`src/sv/tlv_entity_payload_validator_defines.svh`:
```
// Assertion macros used by the top-level validator to check behavior.
`ifndef TLV_ENTITY_PAYLOAD_VALIDATOR_DEFINES_SVH
`define TLV_ENTITY_PAYLOAD_VALIDATOR_DEFINES_SVH

// Checks that an implication holds at every edge outside reset.
`define TLV_ASSERT_IMPL(label, ante, cons) \
    label: assert property (@(posedge clk) disable iff (!rst_n) (ante) |-> (cons)) \
        else $error("tlv check failed");

// Checks that a condition holds in the cycle after another.
`define TLV_ASSERT_NEXT(label, ante, cons) \
    label: assert property (@(posedge clk) disable iff (!rst_n) (ante) |=> (cons)) \
        else $error("tlv check failed");

`endif

```
`src/sv/tlv_pkg.sv`:
```
package tlv_pkg;

    localparam int MaxRecords   = 16;
    localparam int RelayLimit   = 10;
    localparam int PayloadBytes = 1024;
    localparam logic [31:0] KIND_ABSENT = 32'hFFFF_FFFF;

    localparam logic [2:0] ET_NOTE    = 3'd0;
    localparam logic [2:0] ET_NPUB    = 3'd1;
    localparam logic [2:0] ET_NPROF   = 3'd2;
    localparam logic [2:0] ET_NEVENT  = 3'd3;
    localparam logic [2:0] ET_NRELAY  = 3'd4;
    localparam logic [2:0] ET_NADDR   = 3'd5;

    localparam logic [1:0] PH_TAG = 2'd0;
    localparam logic [1:0] PH_LEN = 2'd1;
    localparam logic [1:0] PH_VAL = 2'd2;

    localparam logic [3:0] ERR_NONE     = 4'd0;
    localparam logic [3:0] ERR_FIXED    = 4'd1;
    localparam logic [3:0] ERR_RECORDS  = 4'd2;
    localparam logic [3:0] ERR_OVERRUN  = 4'd3;
    localparam logic [3:0] ERR_TAG      = 4'd4;
    localparam logic [3:0] ERR_FLEN     = 4'd5;
    localparam logic [3:0] ERR_DUP      = 4'd6;
    localparam logic [3:0] ERR_RELAYS   = 4'd7;
    localparam logic [3:0] ERR_MISSING  = 4'd8;
    localparam logic [3:0] ERR_NRELAY   = 4'd9;
    localparam logic [3:0] ERR_TOO_LONG = 4'd10;

    localparam int QDepth = 4;

    typedef struct packed {
        logic [2:0] entity_type;
        logic [7:0] data_byte;
        logic       first_byte;
        logic       last_byte;
    } in_item_t;

    typedef struct packed {
        logic        result_is_verdict;
        logic [2:0]  record_role;
        logic [9:0]  record_offset;
        logic [7:0]  record_length;
        logic        payload_valid;
        logic [3:0]  error_code;
        logic [31:0] kind_value;
        logic [3:0]  relay_total;
        logic        run_end;
    } out_item_t;

    // One classified byte: up to two results it caused.
    typedef struct packed {
        logic      has_a;
        out_item_t res_a;
        logic      has_b;
        out_item_t res_b;
    } work_t;

    function automatic logic [1:0] err_rank(input logic [3:0] e);
        if (e == ERR_NONE) return 2'd0;
        if (e == ERR_TOO_LONG) return 2'd3;
        if (e == ERR_RECORDS || e == ERR_OVERRUN) return 2'd2;
        return 2'd1;
    endfunction

    function automatic logic [2:0] role_of(input logic [2:0] et, input logic [7:0] tag);
        if (tag == 8'd1) return 3'd2;
        if (tag == 8'd2) return 3'd1;
        if (tag == 8'd3) return 3'd4;
        if (et == ET_NPROF) return 3'd1;
        if (et == ET_NEVENT) return 3'd0;
        if (et == ET_NRELAY) return 3'd2;
        return 3'd3;
    endfunction

endpackage

```
`src/sv/tlv_front.sv`:
```
module tlv_front
    import tlv_pkg::*;
(
    input  logic     clk,
    input  logic     rst_n,
    input  logic     take,
    input  in_item_t item,
    output work_t    work
);

    logic [2:0]  ent_reg, ent_next;
    logic [1:0]  phase_reg, phase_next;
    logic [7:0]  tag_reg, tag_next;
    logic [7:0]  rem_reg, rem_next;
    logic [9:0]  vstart_reg, vstart_next;
    logic [7:0]  clen_reg, clen_next;
    logic [10:0] bcnt_reg, bcnt_next;
    logic [4:0]  rcnt_reg, rcnt_next;
    logic [2:0]  seen_reg, seen_next;
    logic [3:0]  relay_reg, relay_next;
    logic [31:0] kind_reg, kind_next;
    logic [3:0]  err_reg, err_next;

    always_comb
    begin
        logic        done;
        logic [2:0]  et;
        logic [2:0]  role;
        logic [7:0]  b;
        logic [1:0]  pos;
        out_item_t   r;

        ent_next = ent_reg; phase_next = phase_reg; tag_next = tag_reg;
        rem_next = rem_reg; vstart_next = vstart_reg; clen_next = clen_reg;
        bcnt_next = bcnt_reg; rcnt_next = rcnt_reg; seen_next = seen_reg;
        relay_next = relay_reg; kind_next = kind_reg; err_next = err_reg;
        work = '0;
        done = 1'b0;
        b = item.data_byte;
        pos = '0;
        role = '0;
        r = '0;

        if (item.first_byte)
        begin
            phase_next = PH_TAG; tag_next = '0; rem_next = '0; vstart_next = '0;
            clen_next = '0; bcnt_next = '0; rcnt_next = '0; seen_next = '0;
            relay_next = '0; kind_next = KIND_ABSENT; err_next = ERR_NONE;
            ent_next = item.entity_type;
        end
        et = ent_next;

        if (bcnt_next != 11'd2047) bcnt_next = bcnt_next + 11'd1;
        if (bcnt_next > 11'(PayloadBytes) && err_rank(ERR_TOO_LONG) > err_rank(err_next))
            err_next = ERR_TOO_LONG;

        if (et >= ET_NPROF && et <= ET_NADDR && err_rank(err_next) < 2'd2)
        begin
            unique case (phase_next)
                PH_TAG:
                begin
                    if (!item.last_byte)
                    begin
                        if (rcnt_next >= 5'(MaxRecords))
                            err_next = ERR_RECORDS;
                        else
                        begin
                            tag_next = b;
                            phase_next = PH_LEN;
                        end
                    end
                end
                PH_LEN:
                begin
                    clen_next = b;
                    rem_next = b;
                    vstart_next = bcnt_next[9:0];
                    rcnt_next = rcnt_next + 5'd1;
                    if (err_next == ERR_NONE)
                    begin
                        if (et == ET_NRELAY)
                        begin
                            if (rcnt_next != 5'd1 || tag_next != 8'd0) err_next = ERR_NRELAY;
                            else relay_next = relay_next + 4'd1;
                        end
                        else if (tag_next == 8'd1)
                        begin
                            if (relay_next >= 4'(RelayLimit)) err_next = ERR_RELAYS;
                            else relay_next = relay_next + 4'd1;
                        end
                        else if ((tag_next == 8'd2 && (et == ET_NEVENT || et == ET_NADDR)) ||
                                 (tag_next == 8'd0 && (et == ET_NPROF || et == ET_NEVENT)))
                        begin
                            pos = (tag_next == 8'd0 && et == ET_NEVENT) ? 2'd0 : 2'd1;
                            if (b != 8'd32) err_next = ERR_FLEN;
                            else if (seen_next[pos]) err_next = ERR_DUP;
                            else seen_next[pos] = 1'b1;
                        end
                        else if (et == ET_NADDR && tag_next == 8'd0)
                            seen_next[2] = 1'b1;
                        else if (et == ET_NADDR && tag_next == 8'd3)
                        begin
                            if (b != 8'd4) err_next = ERR_FLEN;
                            else if (kind_next != KIND_ABSENT) err_next = ERR_DUP;
                        end
                        else
                            err_next = ERR_TAG;
                    end
                    if (b == 8'd0)
                    begin
                        done = 1'b1;
                        phase_next = PH_TAG;
                    end
                    else
                        phase_next = PH_VAL;
                end
                default:
                begin
                    if (err_next == ERR_NONE && et == ET_NADDR && tag_next == 8'd3)
                    begin
                        pos = 2'(clen_next - rem_next);
                        unique case (pos)
                            2'd0: kind_next[7:0] = b;
                            2'd1: kind_next[15:8] = b;
                            2'd2: kind_next[23:16] = b;
                            default: kind_next[31:24] = b;
                        endcase
                    end
                    rem_next = rem_next - 8'd1;
                    if (rem_next == 8'd0)
                    begin
                        done = 1'b1;
                        phase_next = PH_TAG;
                    end
                end
            endcase
            if (done && err_next == ERR_NONE)
            begin
                role = role_of(et, tag_next);
                r = '0;
                r.record_role = role;
                r.record_offset = vstart_next;
                r.record_length = clen_next;
                r.kind_value = (role == 3'd4) ? kind_next : 32'd0;
                r.relay_total = relay_next;
                r.run_end = !item.last_byte;
                work.has_a = 1'b1;
                work.res_a = r;
            end
            if (item.last_byte && err_rank(err_next) < 2'd2 && phase_next == PH_VAL)
                err_next = ERR_OVERRUN;
        end

        if (item.last_byte)
        begin
            if (err_next == ERR_NONE)
            begin
                if (et <= ET_NPUB)
                begin
                    if (bcnt_next != 11'd32) err_next = ERR_FIXED;
                    else
                    begin
                        r = '0;
                        r.record_role = et;
                        r.record_length = 8'd32;
                        r.relay_total = relay_next;
                        work.has_a = 1'b1;
                        work.res_a = r;
                    end
                end
                else if (et == ET_NPROF)
                begin
                    if (!seen_next[1]) err_next = ERR_MISSING;
                end
                else if (et == ET_NEVENT)
                begin
                    if (!seen_next[0]) err_next = ERR_MISSING;
                end
                else if (et == ET_NRELAY)
                begin
                    if (rcnt_next != 5'd1) err_next = ERR_NRELAY;
                end
                else if (et == ET_NADDR)
                begin
                    if (!seen_next[2] || !seen_next[1] || kind_next == KIND_ABSENT)
                        err_next = ERR_MISSING;
                end
                else
                    err_next = ERR_TAG;
            end
            r = '0;
            r.result_is_verdict = 1'b1;
            r.payload_valid = (err_next == ERR_NONE);
            r.error_code = err_next;
            r.kind_value = kind_next;
            r.relay_total = relay_next;
            r.run_end = 1'b1;
            work.has_b = 1'b1;
            work.res_b = r;
            phase_next = PH_TAG; tag_next = '0; rem_next = '0; vstart_next = '0;
            clen_next = '0; bcnt_next = '0; rcnt_next = '0; seen_next = '0;
            relay_next = '0; kind_next = KIND_ABSENT; err_next = ERR_NONE;
        end
    end

    always_ff @(posedge clk or negedge rst_n)
    begin
        if (!rst_n)
        begin
            ent_reg <= '0; phase_reg <= PH_TAG; tag_reg <= '0; rem_reg <= '0;
            vstart_reg <= '0; clen_reg <= '0; bcnt_reg <= '0; rcnt_reg <= '0;
            seen_reg <= '0; relay_reg <= '0; kind_reg <= KIND_ABSENT; err_reg <= ERR_NONE;
        end
        else if (take)
        begin
            ent_reg <= ent_next; phase_reg <= phase_next; tag_reg <= tag_next;
            rem_reg <= rem_next; vstart_reg <= vstart_next; clen_reg <= clen_next;
            bcnt_reg <= bcnt_next; rcnt_reg <= rcnt_next; seen_reg <= seen_next;
            relay_reg <= relay_next; kind_reg <= kind_next; err_reg <= err_next;
        end
    end

endmodule

```
`src/sv/tlv_queue.sv`:
```
module tlv_queue
    import tlv_pkg::*;
(
    input  logic  clk,
    input  logic  rst_n,
    input  logic  push,
    input  work_t push_data,
    input  logic  pop,
    output work_t head,
    output logic  not_empty,
    output logic  not_full
);

    localparam int PtrW = $clog2(QDepth);

    work_t         mem_reg [QDepth];
    logic [PtrW-1:0] wr_reg, rd_reg;
    logic [PtrW:0]   cnt_reg;

    assign head      = mem_reg[rd_reg];
    assign not_empty = (cnt_reg != '0);
    assign not_full  = (cnt_reg != (PtrW+1)'(QDepth));

    always_ff @(posedge clk)
    begin
        if (push) mem_reg[wr_reg] <= push_data;
    end

    always_ff @(posedge clk or negedge rst_n)
    begin
        if (!rst_n)
        begin
            wr_reg <= '0; rd_reg <= '0; cnt_reg <= '0;
        end
        else
        begin
            if (push) wr_reg <= wr_reg + 1'b1;
            if (pop) rd_reg <= rd_reg + 1'b1;
            cnt_reg <= cnt_reg + (PtrW+1)'(push) - (PtrW+1)'(pop);
        end
    end

endmodule

```
`src/sv/tlv_back.sv`:
```
module tlv_back
    import tlv_pkg::*;
(
    input  logic      clk,
    input  logic      rst_n,
    input  logic      have,
    input  work_t     work,
    output logic      pop,
    output logic      out_valid,
    output out_item_t out_item,
    input  logic      out_ready
);

    logic      a_done_reg, a_done_next;
    logic      valid_reg, valid_next;
    out_item_t item_reg, item_next;
    logic      load;
    logic      use_a;

    assign out_valid = valid_reg;
    assign out_item  = item_reg;
    assign load = !valid_reg || out_ready;
    assign use_a = work.has_a && !a_done_reg;

    always_comb
    begin
        pop = 1'b0;
        a_done_next = a_done_reg;
        valid_next = valid_reg && !out_ready;
        item_next = item_reg;
        if (load && have)
        begin
            if (use_a)
            begin
                valid_next = 1'b1;
                item_next = work.res_a;
                if (work.has_b) a_done_next = 1'b1;
                else pop = 1'b1;
            end
            else
            begin
                pop = 1'b1;
                a_done_next = 1'b0;
                valid_next = work.has_b;
                item_next = work.res_b;
            end
        end
    end

    always_ff @(posedge clk or negedge rst_n)
    begin
        if (!rst_n)
        begin
            a_done_reg <= 1'b0;
            valid_reg <= 1'b0;
        end
        else
        begin
            a_done_reg <= a_done_next;
            valid_reg <= valid_next;
        end
    end

    always_ff @(posedge clk)
    begin
        item_reg <= item_next;
    end

endmodule

```
`src/sv/tlv_entity_payload_validator.sv`:
```
// Typed-entity payload validator.
// Input channel in_valid/in_ready/in_data carries one payload byte per
// transaction with first and last markers; the entity type is taken on the first byte.
// Output channel out_valid/out_ready/out_data carries record descriptions and,
// after the last byte, a verdict with an error code; run_end marks the last
// result of each byte.
// The front end classifies one byte per cycle unless the queue is full and writes
// its results into a four-entry queue; the back end sends one result per cycle from
// that queue while out_ready is high. The results of a byte are written into the queue
// when the byte is accepted and reach the receiver through the output register.
// Throughput is one byte per cycle while each byte causes at most one result and
// out_ready stays high; a byte causing two results sends them one after the other.
// Reset clears all parse state, the queue pointers and the output valid flag.
// When the receiver stalls, the queue fills and in_ready drops once it is full.
`include "tlv_entity_payload_validator_defines.svh"
module tlv_entity_payload_validator
    import tlv_pkg::*;
(
    input  logic      clk,
    input  logic      rst_n,
    input  logic      in_valid,
    output logic      in_ready,
    input  in_item_t  in_data,
    output logic      out_valid,
    input  logic      out_ready,
    output out_item_t out_data
);

    work_t work, head;
    logic  take, pop, not_empty, not_full, push;

    assign in_ready = not_full;
    assign take = in_valid && in_ready;
    assign push = take && (work.has_a || work.has_b);

    tlv_front u_front (
        .clk(clk), .rst_n(rst_n), .take(take), .item(in_data), .work(work)
    );

    tlv_queue u_queue (
        .clk(clk), .rst_n(rst_n), .push(push), .push_data(work), .pop(pop),
        .head(head), .not_empty(not_empty), .not_full(not_full)
    );

    tlv_back u_back (
        .clk(clk), .rst_n(rst_n), .have(not_empty), .work(head), .pop(pop),
        .out_valid(out_valid), .out_item(out_data), .out_ready(out_ready)
    );

    `TLV_ASSERT_IMPL(a_no_pop_empty, pop, not_empty)
    `TLV_ASSERT_IMPL(a_verdict_ends, out_valid && out_data.result_is_verdict, out_data.run_end)
    `TLV_ASSERT_NEXT(a_pop_fills, pop, out_valid)
    `TLV_ASSERT_IMPL(a_ok_no_err,
        out_valid && out_data.payload_valid, out_data.error_code == ERR_NONE)

endmodule
```
`config.mk`:
```
export PLATFORM = sky130hd
export DESIGN_NAME = tlv_entity_payload_validator
export DESIGN_NICKNAME = d
export VERILOG_FILES = /design/src/sv/tlv_pkg.sv /design/src/sv/tlv_front.sv /design/src/sv/tlv_queue.sv /design/src/sv/tlv_back.sv /design/src/sv/tlv_entity_payload_validator.sv
export VERILOG_INCLUDE_DIRS = /design/src /design/src/sv
export SDC_FILE = /design/constraint.sdc
export NUM_CORES = 1
export LEC_CHECK = 0
export ABC_CLOCK_PERIOD_IN_PS = 19200
export BUFFER_PORTS_ARGS = -buffer_cell sky130_fd_sc_hd__buf_2
export CAP_MARGIN = 20
export CORE_MARGIN = 3
export CORE_UTILIZATION = 40
export CTS_CLUSTER_SIZE = 8
export DETAILED_ROUTE_END_ITERATION = 8
export SLEW_MARGIN = 20
export SYNTH_ARGS = -nofsm -noshare
export SYNTH_HDL_FRONTEND = slang
export SYNTH_SLANG_ARGS = --single-unit
export TNS_END_PERCENT = 100
```
`constraint.sdc`:
```
create_clock -name clk -period 19.2 [get_ports clk]
set_input_delay 2.88 -clock clk [delete_from_list [all_inputs] [get_ports clk]]
set_output_delay 2.88 -clock clk [all_outputs]
set_load 0.005 [all_outputs]
```
# ---- Word-level counts from Yosys, hierarchy flattened
# Memory sizes are Yosys's and may differ from the RTL's.
# Cells that the tools add are included.
dict set report totals {
  reg_bits 171
  ramBits 520
  inputBits 17
  output_inout_bits 66
  memories 1
}
dict set report classes {
  n_addsub 9
  n_lt_le_gt_ge 11
  n_eq_ne 34
  n_mux 217
  n_bitwise 1
  reduce_logical 51
}
# memory words word_bits read_ports rd_ports_with_merged_regs wr line_no
set memory_table {}
lappend memory_table {u_queue.mem_reg 4 130 1 0 1 tlv_queue.sv:16} ;# work_t mem_reg [QDepth];
# operator n
set op_table {}
lappend op_table {{65-bit 2-to-1 mux} 5}
lappend op_table {{32-bit 2-to-1 mux} 6}
lappend op_table {{4-bit 2-to-1 mux} 41}
lappend op_table {{8-bit 2-to-1 mux} 18}
lappend op_table {{130-bit 2-to-1 mux} 1}
lappend op_table {{3-bit 2-to-1 mux} 29}
lappend op_table {{1-bit 2-to-1 mux} 71}
lappend op_table {{64-bit 2-to-1 mux} 1}
lappend op_table {{2-bit 2-to-1 mux} 28}
lappend op_table {{10-bit 2-to-1 mux} 4}
lappend op_table {{11-bit 2-to-1 mux} 3}
lappend op_table {{32-bit == test (second input constant)} 1}
lappend op_table {{8-bit by 2-bit == test with 1-bit output (second input constant)} 4}
lappend op_table {{32-bit inequality test (second input constant)} 1}
lappend op_table {{4-bit by 2-bit == test with 1-bit output (second input constant)} 6}
lappend op_table {{8-bit zero test} 3}
lappend op_table {{4-bit zero test} 5}
lappend op_table {{5-bit 2-to-1 mux} 4}
lappend op_table {{1-bit logical AND} 19}
lappend op_table {{8-bit by 1-bit == test with 1-bit output (second input constant)} 2}
lappend op_table {{8-bit one-hot mux with 2 select lines} 1}
lappend op_table {{4-bit == test (second input constant)} 3}
lappend op_table {{11-bit by 1-bit adder with 11-bit output (second input constant)} 1}
lappend op_table {{11-bit > comparator (second input constant)} 1}
lappend op_table {{other kinds (41)} 65}

# ---- Longest topological paths before layout
# Gate-level depths: netlist (run 1).
dict set report logic_depth {
  word_depth 72
  ltp_mapped 25
  depth_no_buf 17
}

# ---- By module
# A second synthesis (run 1) with hierarchy kept.
dict set report hier_totals {
  cells_unflattened 2094
  area_unflattened_um2 30429.2
}
# module n_inst cells_per_inst area_per_inst_um2 seq_area_each_um2
set modules_own_cells {}
lappend modules_own_cells {tlv_queue 1 714 19138.4 15790.1}
lappend modules_own_cells {tlv_front 1 1096 8378.0 2492.4}
lappend modules_own_cells {tlv_back 1 282 2896.5 1971.9}
lappend modules_own_cells {tlv_entity_payload_validator 1 2 16.3 0.0}

# ---- Worst setup path before layout (run 1)
# No wires, ideal clock.
dict set report synth_timing {
  path_kind {input-to-reg}
  startpoint {input port in_data[1] (netlist bit)}
  endpoint {memory u_queue.mem_reg[0][100] (netlist bit) (enable)}
  setup_time_ns 0.471
  t_arrival_ns 9.903
  path_slack_ns 8.826
  cell_stages 21
  path_buffers 9
  path_cell_list {buf_2 > buf_2 > buf_2 > clkbuf_1 > clkbuf_1 > clkbuf_1 > buf_1 > clkbuf_1 > nor2b_1 > ha_1 > and3_1 > and4_1 > buf_2 > o31ai_1 > a21o_1 > a31oi_1 > or2_1 > nor4_4 > nand4_4 > a21oi_1 > and2_1}
}
dict set report synth_via {
  elab_chain_cells 44
}
# element line_no
set synth_lines {}
lappend synth_lines {{start, declared} tlv_entity_payload_validator.sv:23} ;# input in_item_t in_data,
lappend synth_lines {{branches (longest 39 deep; another with 11-bit by 1-bit adder with 11-bit output)} --}
lappend synth_lines {{130-bit 2-to-1 mux (*)} tlv_front.sv:154} ;# if (item.last_byte)
lappend synth_lines {{1-bit logical OR (*)} tlv_entity_payload_validator.sv:34} ;# assign push = take && (work.has_a || work.has_b);
lappend synth_lines {{1-bit logical AND (*)} tlv_entity_payload_validator.sv:34}
lappend synth_lines {{net push} tlv_entity_payload_validator.sv:30} ;# logic take, pop, not_empty, not_full, push;
lappend synth_lines {{1-bit 2-to-1 mux (*)} tlv_queue.sv:26} ;# if (push) mem_reg[wr_reg] <= push_data;
lappend synth_lines {{1-bit 2-to-1 mux (implied by the code) (*)} tlv_queue.sv:26}
lappend synth_lines {{end, declared} tlv_queue.sv:16}
# Mark *: on every way through the listed nets, which the timed path passes. The select of a mux whose other input is x is not followed.

# ---- Final worst setup path (run 1)
dict set report layout_timing {
  startpoint {input port in_data[1] (netlist bit)}
  endpoint {memory u_queue.mem_reg[3][30] (netlist bit) (enable)}
}
# The elaborated chain is that of the path after synthesis.

==> flow_summary_export.csv, run 1 <==
group,metric,value,unit
floorplanning,start_util,40.6,%
clock_tree,cts.sinks,575,
timing,relSlewSlack,26.2,%
critical_path,cpMostUsedCell,"buf_4",
grt,grt_pass1_wl,96100,um
clock_tree,h-tree-depth,3,
critical_path,slowest_delay,0.84,ns
power,irDropWorstVdd,0.0000815,V
synthesis,ys_ff_latch,575,
finish,area_growth,14.7,%
power,p_comb_share,24.9,%
route,vias,15400,
critical_path,arrival,9.01,ns
route,via_per_inst,5.68,
critical_path,worstPathRequired,19.45,ns
outcome,status,"completed",
critical_path,cp-start-kind,"input pin",
critical_path,critical_path_class,"in2reg",
run,maxCapViolCount,0,
place,io_buffers,82,
power,cellLeakagePower,10.0,nW
place,hpwl,38000,um
finish,fin_util,46.6,%
power,power_frac_clock,33.0,%
critical_path,worstSetupEndpointType,"register",
timing,tns,0,ns
hold_path,worstHoldPathType,"reg2reg",
timing,rsz0062_at_grt,"false",
floorplanning,io_pins,83,
timing,period_needed,8.76,ns
synthesis,synthArstFlopShare,18.6,%
floorplanning,rows,91,
synthesis,synth_cell_types,82,
clock_tree,clk-insertion-delay-late,0.64,ns
synthesis,synth_nets,1766,
finish,layout_common_cells,"468 x edfxtp_1, 155 x nor2_1, 120 x nand2_1",
timing,hold_violations,0,
grt,antenna_found_initial,5,
floorplanning,die-area,66100,um^2
grt,grt_pass1_vias,15800,
synthesis,muxShareOfSynthArea,11.6,%
clock_tree,cts-root-buf,"clkbuf_16",
synthesis,synthAdderAreaFrac,0.774,%
synthesis,yosysWarnings,0,
grt,grt_usage,18.8,%
grt,grt_overflow,0,
timing,skew,0.0574,ns
clock_tree,cts_tree,"yes",
clock_tree,cts_hold_buf,0,
clock_tree,clk_pin_slew,0.05,ns
route,drc_errors,0,
critical_path,cp_top_family,"simple AND/OR/NAND/NOR gates",
finish,drive_above_1_share,23.5,%
synthesis,synth_cells,1734,
synthesis,synth_top_family_by_area,"multiplexers",
floorplanning,fp.dieH,257,um
floorplanning,core,62100,um^2
power,p_int,2.86,mW
synthesis,synth-simple-area-share,10.3,%
route,detail_route.first_pass.iterations,6,
timing,slew_violations,0,
route,wl,61400,um
finish,finalNetCount,1853,
floorplanning,die_w,257,um
finish,layout_commonest_cell,"edfxtp_1",
clock_tree,post_cts_buffers,0,
critical_path,crit_fanout,56,
power,power,4.04,mW
synthesis,syn_avg_cell_area,14.5,um^2
critical_path,crit_chain,"buf_2 -> buf_4 -> nand2b_1 -> inv_1 -> ha_1 -> and3_1 -> and4_1 -> nor3b_2 -> and4bb_2 -> a31oi_1 -> nor2_2 -> nand4_4 -> a21oi_1 -> and2_4 -> buf_4",
synthesis,synth_compound_area_share,8.14,%
critical_path,path_buf_inv,4,
power,p_switching,1.18,mW
power,swShare,29.3,%
place,routabilityCongestion,0.897,
synthesis,synth_xor_area_share,0.660,%
power,power_frac_seq,42.0,%
finish,n_antenna_cell,0,
route,drt-initial-drc-count,1356,
synthesis,synth_ff_type,"edfxtp_1",
route,postRouteAntennaNets,0,
synthesis,seq_area_frac_synth,66.5,%
clock_tree,cts-resized-gates,0,
synthesis,synth_area,25200,um^2
route,routedWlPerCell,22.7,um
grt,grt_max_degree,73,
clock_tree,clock_path_buffers,3,
finish,largest_reg_flops,404,
power,p_per_area,140,nW/um^2
clock_tree,numCtsBuffers,82,
timing,fin_crit_sh,45.6,%
timing,max_freq,0.114,GHz
timing,setup_viol,0,
timing,tightest_slew,1.11,ns
critical_path,slowest_stage,"and2_4",
synthesis,synth-edff-count,468,
kinds of logic after synthesis:
logic type / count (synthesis)
buf+inv: 130
flops: 575
mux: 161
compound gates: 318
simple gates: 516
fa+ha+maj: 15
xor+xnor: 19
power groups by stage:
stage	Clock [mW]	Sequential [mW]	Combinational, mW
after floorplan	0	1.69	0.711
after global placement	0	1.72	1.02
after detailed placement	0	1.72	1.03
after CTS	1.37	1.70	1.03
after global routing	1.43	1.72	1.11
final	1.34	1.70	1.01
per-stage QoR:
stage / cells / worst slack [ns] / hold slack [ns] / cell area, um^2
floorplan: 1734 / 8.83 / 0.450 / 25200
global placement: 2574 / 9.73 / 0.465 / 26500
detailed placement: 2574 / 9.47 / 0.471 / 26500
CTS: 2704 / 10.12 / 0.483 / 28900
global route: 2704 / 10.09 / 0.501 / 28900
finish: 2704 / 10.44 / 0.482 / 28900
Yosys cell counts (5+ instances only):
| master | instances | area [um^2] |
|---|---|---|
| dfrtp_1 | 75 | 1880 |
| a211o_1 | 5 | 43.8 |
| a21o_1 | 7 | 52.6 |
| a211oi_1 | 15 | 113 |
| mux2_2 | 47 | 529 |
| nand4_1 | 10 | 62.6 |
| nor2_1 | 157 | 589 |
| nand3b_1 | 5 | 37.5 |
| and3_1 | 8 | 50.1 |
| buf_2 | 8 | 40.0 |
| a22o_1 | 23 | 201 |
| or2_2 | 7 | 43.8 |
| or3_1 | 7 | 43.8 |
| nand3_1 | 31 | 155 |
| nor3_1 | 29 | 145 |
| and2_1 | 38 | 238 |
| ha_1 | 14 | 175 |
| nand2b_1 | 7 | 43.8 |
| mux4_2 | 100 | 2250 |
| o21ai_0 | 95 | 475 |
| dfstp_2 | 32 | 841 |
| a21oi_1 | 69 | 345 |
| xor2_1 | 7 | 61.3 |
| nor4_1 | 15 | 93.8 |
| o31a_1 | 8 | 70.1 |
| nor2_2 | 19 | 119 |
| nor2b_1 | 29 | 181 |
| a31oi_1 | 16 | 100 |
| or4_1 | 7 | 52.6 |
| o21ai_1 | 5 | 25.0 |
| clkbuf_1 | 85 | 319 |
| edfxtp_1 | 468 | 14100 |
| mux2i_1 | 14 | 140 |
| nand2_1 | 120 | 450 |
| a22oi_1 | 16 | 120 |
| buf_1 | 11 | 41.3 |
| o22ai_1 | 6 | 37.5 |
| o22a_1 | 11 | 96.3 |
| xnor2_1 | 12 | 105 |
| inv_1 | 22 | 82.6 |
final timing paths:
kind | start | endpoint | slack, ns | cells after the start
setup reg to reg | u_front.bcnt_reg[0] | u_queue.mem_reg[3][30] | 12.93 | 13
max in group asynchronous | rst_n | u_front.tag_reg[2] | 15.62 | 2
hold reg to reg | u_front.vstart_reg[4] | u_front.vstart_reg[4] | 0.48 | 2
min in group asynchronous | rst_n | u_front.bcnt_reg[5] | 2.24 | 1
setup / recovery | in_data[1] | u_queue.mem_reg[3][30] | 10.44 | 15
hold / removal | u_front.vstart_reg[4] | u_front.vstart_reg[4] | 0.48 | 2
worst reg2reg max path, cell delays in order (launching register included):
cell and delay [ns]:
dfrtp_1 0.41, nand2b_1 0.15, inv_1 0.11, ha_1 0.24
and3_1 0.23, and4_1 0.27, nor3b_2 0.34, and4bb_2 0.27
a31oi_1 0.21, nor2_2 0.69, nand4_4 0.62, a21oi_1 0.73
and2_4 0.84, buf_4 0.70
cell type report:
type	instances	area [um^2]
fill	5345	33100
sequential	575	16800
tap	837	1050
clock buffer	122	2210
clock inverter	8	195
multi-input combinational	1029	7980
inverter	23	86.3
timing repair buffer	110	623
layer usage:
layer | track usage, % | share of wire (%)
met5 | 0 | 0.044
met4 | 6.85 | 2.9
met3 | 3.91 | 6.2
met2 | 30.3 | 48
met1 | 25.3 | 43
No activity file was read; power rests on OpenSTA's default activity.
==> inputs of run 2 (changes only) <==
ABC_AREA = 1   (was default)
ABC_CLOCK_PERIOD_IN_PS = 7400   (was 19200)
clock period = 7.4 ns   (was 19.2 ns; I/O delays follow)
==> run 2 against run 1 <==
  * Sequential share of layout area down 2.0 points
  * Sequential cell count unchanged
  * Area after synthesis up 4.1%
  * Largest cell class unchanged
  * Global-route usage up 0.88 points
  * Largest power group unchanged
  * Synthesized cell count up 52%
==> flow_summary_export.csv, run 2 <==
group,metric,value,unit
outcome,status,"completed",
clock_tree,numCtsBuffers,82,
finish,area_growth,14.2,%
synthesis,synth.largest_area_cell,"edfxtp_1",
critical_path,crit_chain,"buf_2 -> buf_4 -> o21ai_0 -> inv_1 -> nand2_2 -> nor2_2 -> nand3_1 -> o21ai_1 -> or2_1 -> nand3_1 -> nand3_1 -> o21ai_1 -> nand2_1 -> nand2_1 -> nor2_1 -> nand4_1 -> nor2_1 -> inv_2 -> a21oi_2 -> inv_1 -> nor2_4 -> buf_4",
clock_tree,clk-insertion-delay-late,0.63,ns
floorplanning,core,64700,um^2
route,via_per_inst,5.38,
route,drc_errors,0,
synthesis,synthArstFlopShare,18.6,%
timing,relSlewSlack,25.5,%
finish,fin_area,30000,um^2
grt,grt_pass1_vias,19200,
clock_tree,cts_hold_buf,0,
synthesis,synth-edff-count,468,
synthesis,yosysMostFrequentCell,"nor2_1",
clock_tree,clk_pin_slew,0.05,ns
timing,fin_crit_sh,75.4,%
synthesis,syn_avg_cell_area,9.98,um^2
synthesis,synthDominantCellAreaShare,53.5,%
synthesis,synth_cell_types,52,
place,io_buffers,82,
power,p_per_area,380,nW/um^2
route,postRouteAntennaNets,0,
finish,ff_latch_area,16800,um^2
finish,largest_reg_flops,404,
route,detail_route.first_pass.iterations,6,
clock_tree,h-tree-depth,3,
finish,fin_util,46.3,%
timing,max_freq,0.179,GHz
run,maxCapViolCount,0,
floorplanning,fp.dieH,262,um
synthesis,synth_ff_type,"edfxtp_1",
power,power,11.4,mW
synthesis,seq_area_frac_synth,63.9,%
critical_path,cpMostUsedCell,"nand3_1",
synthesis,synth_nets,2661,
clock_tree,cts_tree,"yes",
clock_tree,cts-root-buf,"clkbuf_16",
floorplanning,die_w,262,um
clock_tree,clock_path_buffers,3,
floorplanning,io_pins,83,
timing,setup_viol,0,
timing,slew_violations,0,
finish,fillers,6053,
critical_path,worstSetupEndpointType,"register",
grt,grt_pass1_wl,106000,um
place,place_area,27500,um^2
floorplanning,start_util,40.6,%
grt,antenna_found_initial,1,
critical_path,cp-start-kind,"input pin",
power,irDropWorstVdd,0.000223,V
critical_path,worstPathRequired,7.65,ns
timing,skew,0.0303,ns
finish,layout_commonest_cell,"nor2_1",
hold_path,worstHoldPathType,"reg2reg",
floorplanning,die-area,68700,um^2
synthesis,ys_ff_latch,575,
place,dp.cells,3452,
place,hpwl,39700,um
synthesis,synth_area,26200,um^2
power,cellLeakagePower,11.5,nW
critical_path,critical_path_class,"in2reg",
route,vias,19400,
grt,grt_max_degree,102,
critical_path,crit_fanout,91,
timing,period_needed,5.58,ns
synthesis,synth_cells,2629,
clock_tree,cts.sinks,575,
critical_path,arrival,5.83,ns
route,routedWlPerCell,18.7,um
finish,multiInputGateArea,8130,um^2
critical_path,slowest_stage,"buf_4",
finish,finalNetCount,2713,
grt,grt_overflow,0,
finish,layout_common_cells,"594 x nor2_1, 468 x edfxtp_1, 319 x o21ai_0",
critical_path,slowest_delay,0.74,ns
finish,drive_above_1_share,11.1,%
route,wl,67500,um
timing,rsz0062_at_grt,"false",
timing,tns,0,ns
synthesis,yosysWarnings,0,
floorplanning,rows,93,
clock_tree,cts-resized-gates,0,
synthesis,ys_top_cells_by_count,"599 x nor2_1, 468 x edfxtp_1, 319 x o21ai_0",
place,routabilityCongestion,0.881,
synthesis,netlist_top_cells_area,"edfxtp_1 54%, nor2_1 8.6%, dfrtp_1 7.2%",
finish,fin_cells,3606,
route,drt-initial-drc-count,1647,
timing,hold_violations,0,
timing,tightest_slew,1.11,ns
grt,grt_usage,19.7,%
clock_tree,post_cts_buffers,0,
## run 2: power by group
| group | internal (mW) | total, mW | switching [mW] |
|---|---|---|---|
| clock network | 2.17 | 3.52 | 1.36 |
| logic | 0.986 | 3.34 | 2.36 |
| registers | 4.24 | 4.51 | 0.270 |
## run 2: stage by stage
stage / worst slack (ns) / hold WS, ns
floorplan: -1.14 / 0.453
global placement: 1.35 / 0.472
detailed placement: 1.23 / 0.481
CTS: 1.86 / 0.493
global route: 1.21 / 0.513
finish: 1.82 / 0.493
## run 2: layout make-up
class	count	area share [%]
Sequential cell	575	56.0
Antenna cell	2	0.0167
Timing Repair Buffer	116	2.52
Tap cell	855	3.57
Inverter	207	2.62
Clock inverter	5	0.338
Clock buffer	147	7.83
Multi-Input combinational cell	1699	27.1
## run 2: worst paths after layout
| check | startpoint | end | slack (ns) | cells after the start |
|---|---|---|---|---|
| max | in_data[1] | u_queue.mem_reg[3][4] | 1.82 | 22 |
| min | u_front.ent_reg[2] | u_front.ent_reg[2] | 0.49 | 2 |
| max reg2reg | u_front.bcnt_reg[0] | u_queue.mem_reg[3][4] | 2.20 | 22 |
| min reg2reg | u_front.ent_reg[2] | u_front.ent_reg[2] | 0.49 | 2 |
| max in group asynchronous | rst_n | u_queue.rd_reg[1] | 5.45 | 2 |
| min in group asynchronous | rst_n | u_front.vstart_reg[0] | 0.58 | 1 |
## run 2: critical path: cells and delay by family
kind,cells,cell delay [ns]
buffers and inverters,6,1.90
and+or+nand+nor,12,1.88
AOI/OAI and AO/OA,4,0.88
## run 2: cell families after synthesis
| family | count (synthesis) | synth area share [%] |
|---|---|---|
| AND/OR/NAND/NOR | 1084 | 17.2 |
| AO/OA/AOI/OAI | 582 | 12.2 |
| flip-flops | 575 | 63.9 |
| buffers and inverters | 355 | 5.32 |
| XOR/XNOR | 18 | 0.601 |
| adder cells (fa/ha/maj) | 15 | 0.744 |
## run 2: per-layer routing
layer	routed length (um)	part of all wire, %	vias to the layer above	global-route usage [%]
met2	31700	47	507	32.0
li1	-	-	9237	-
met5	0	0	-	0
met3	3350	5.0	112	2.94
met1	30900	46	9539	27.1
met4	1560	2.3	0	6.66
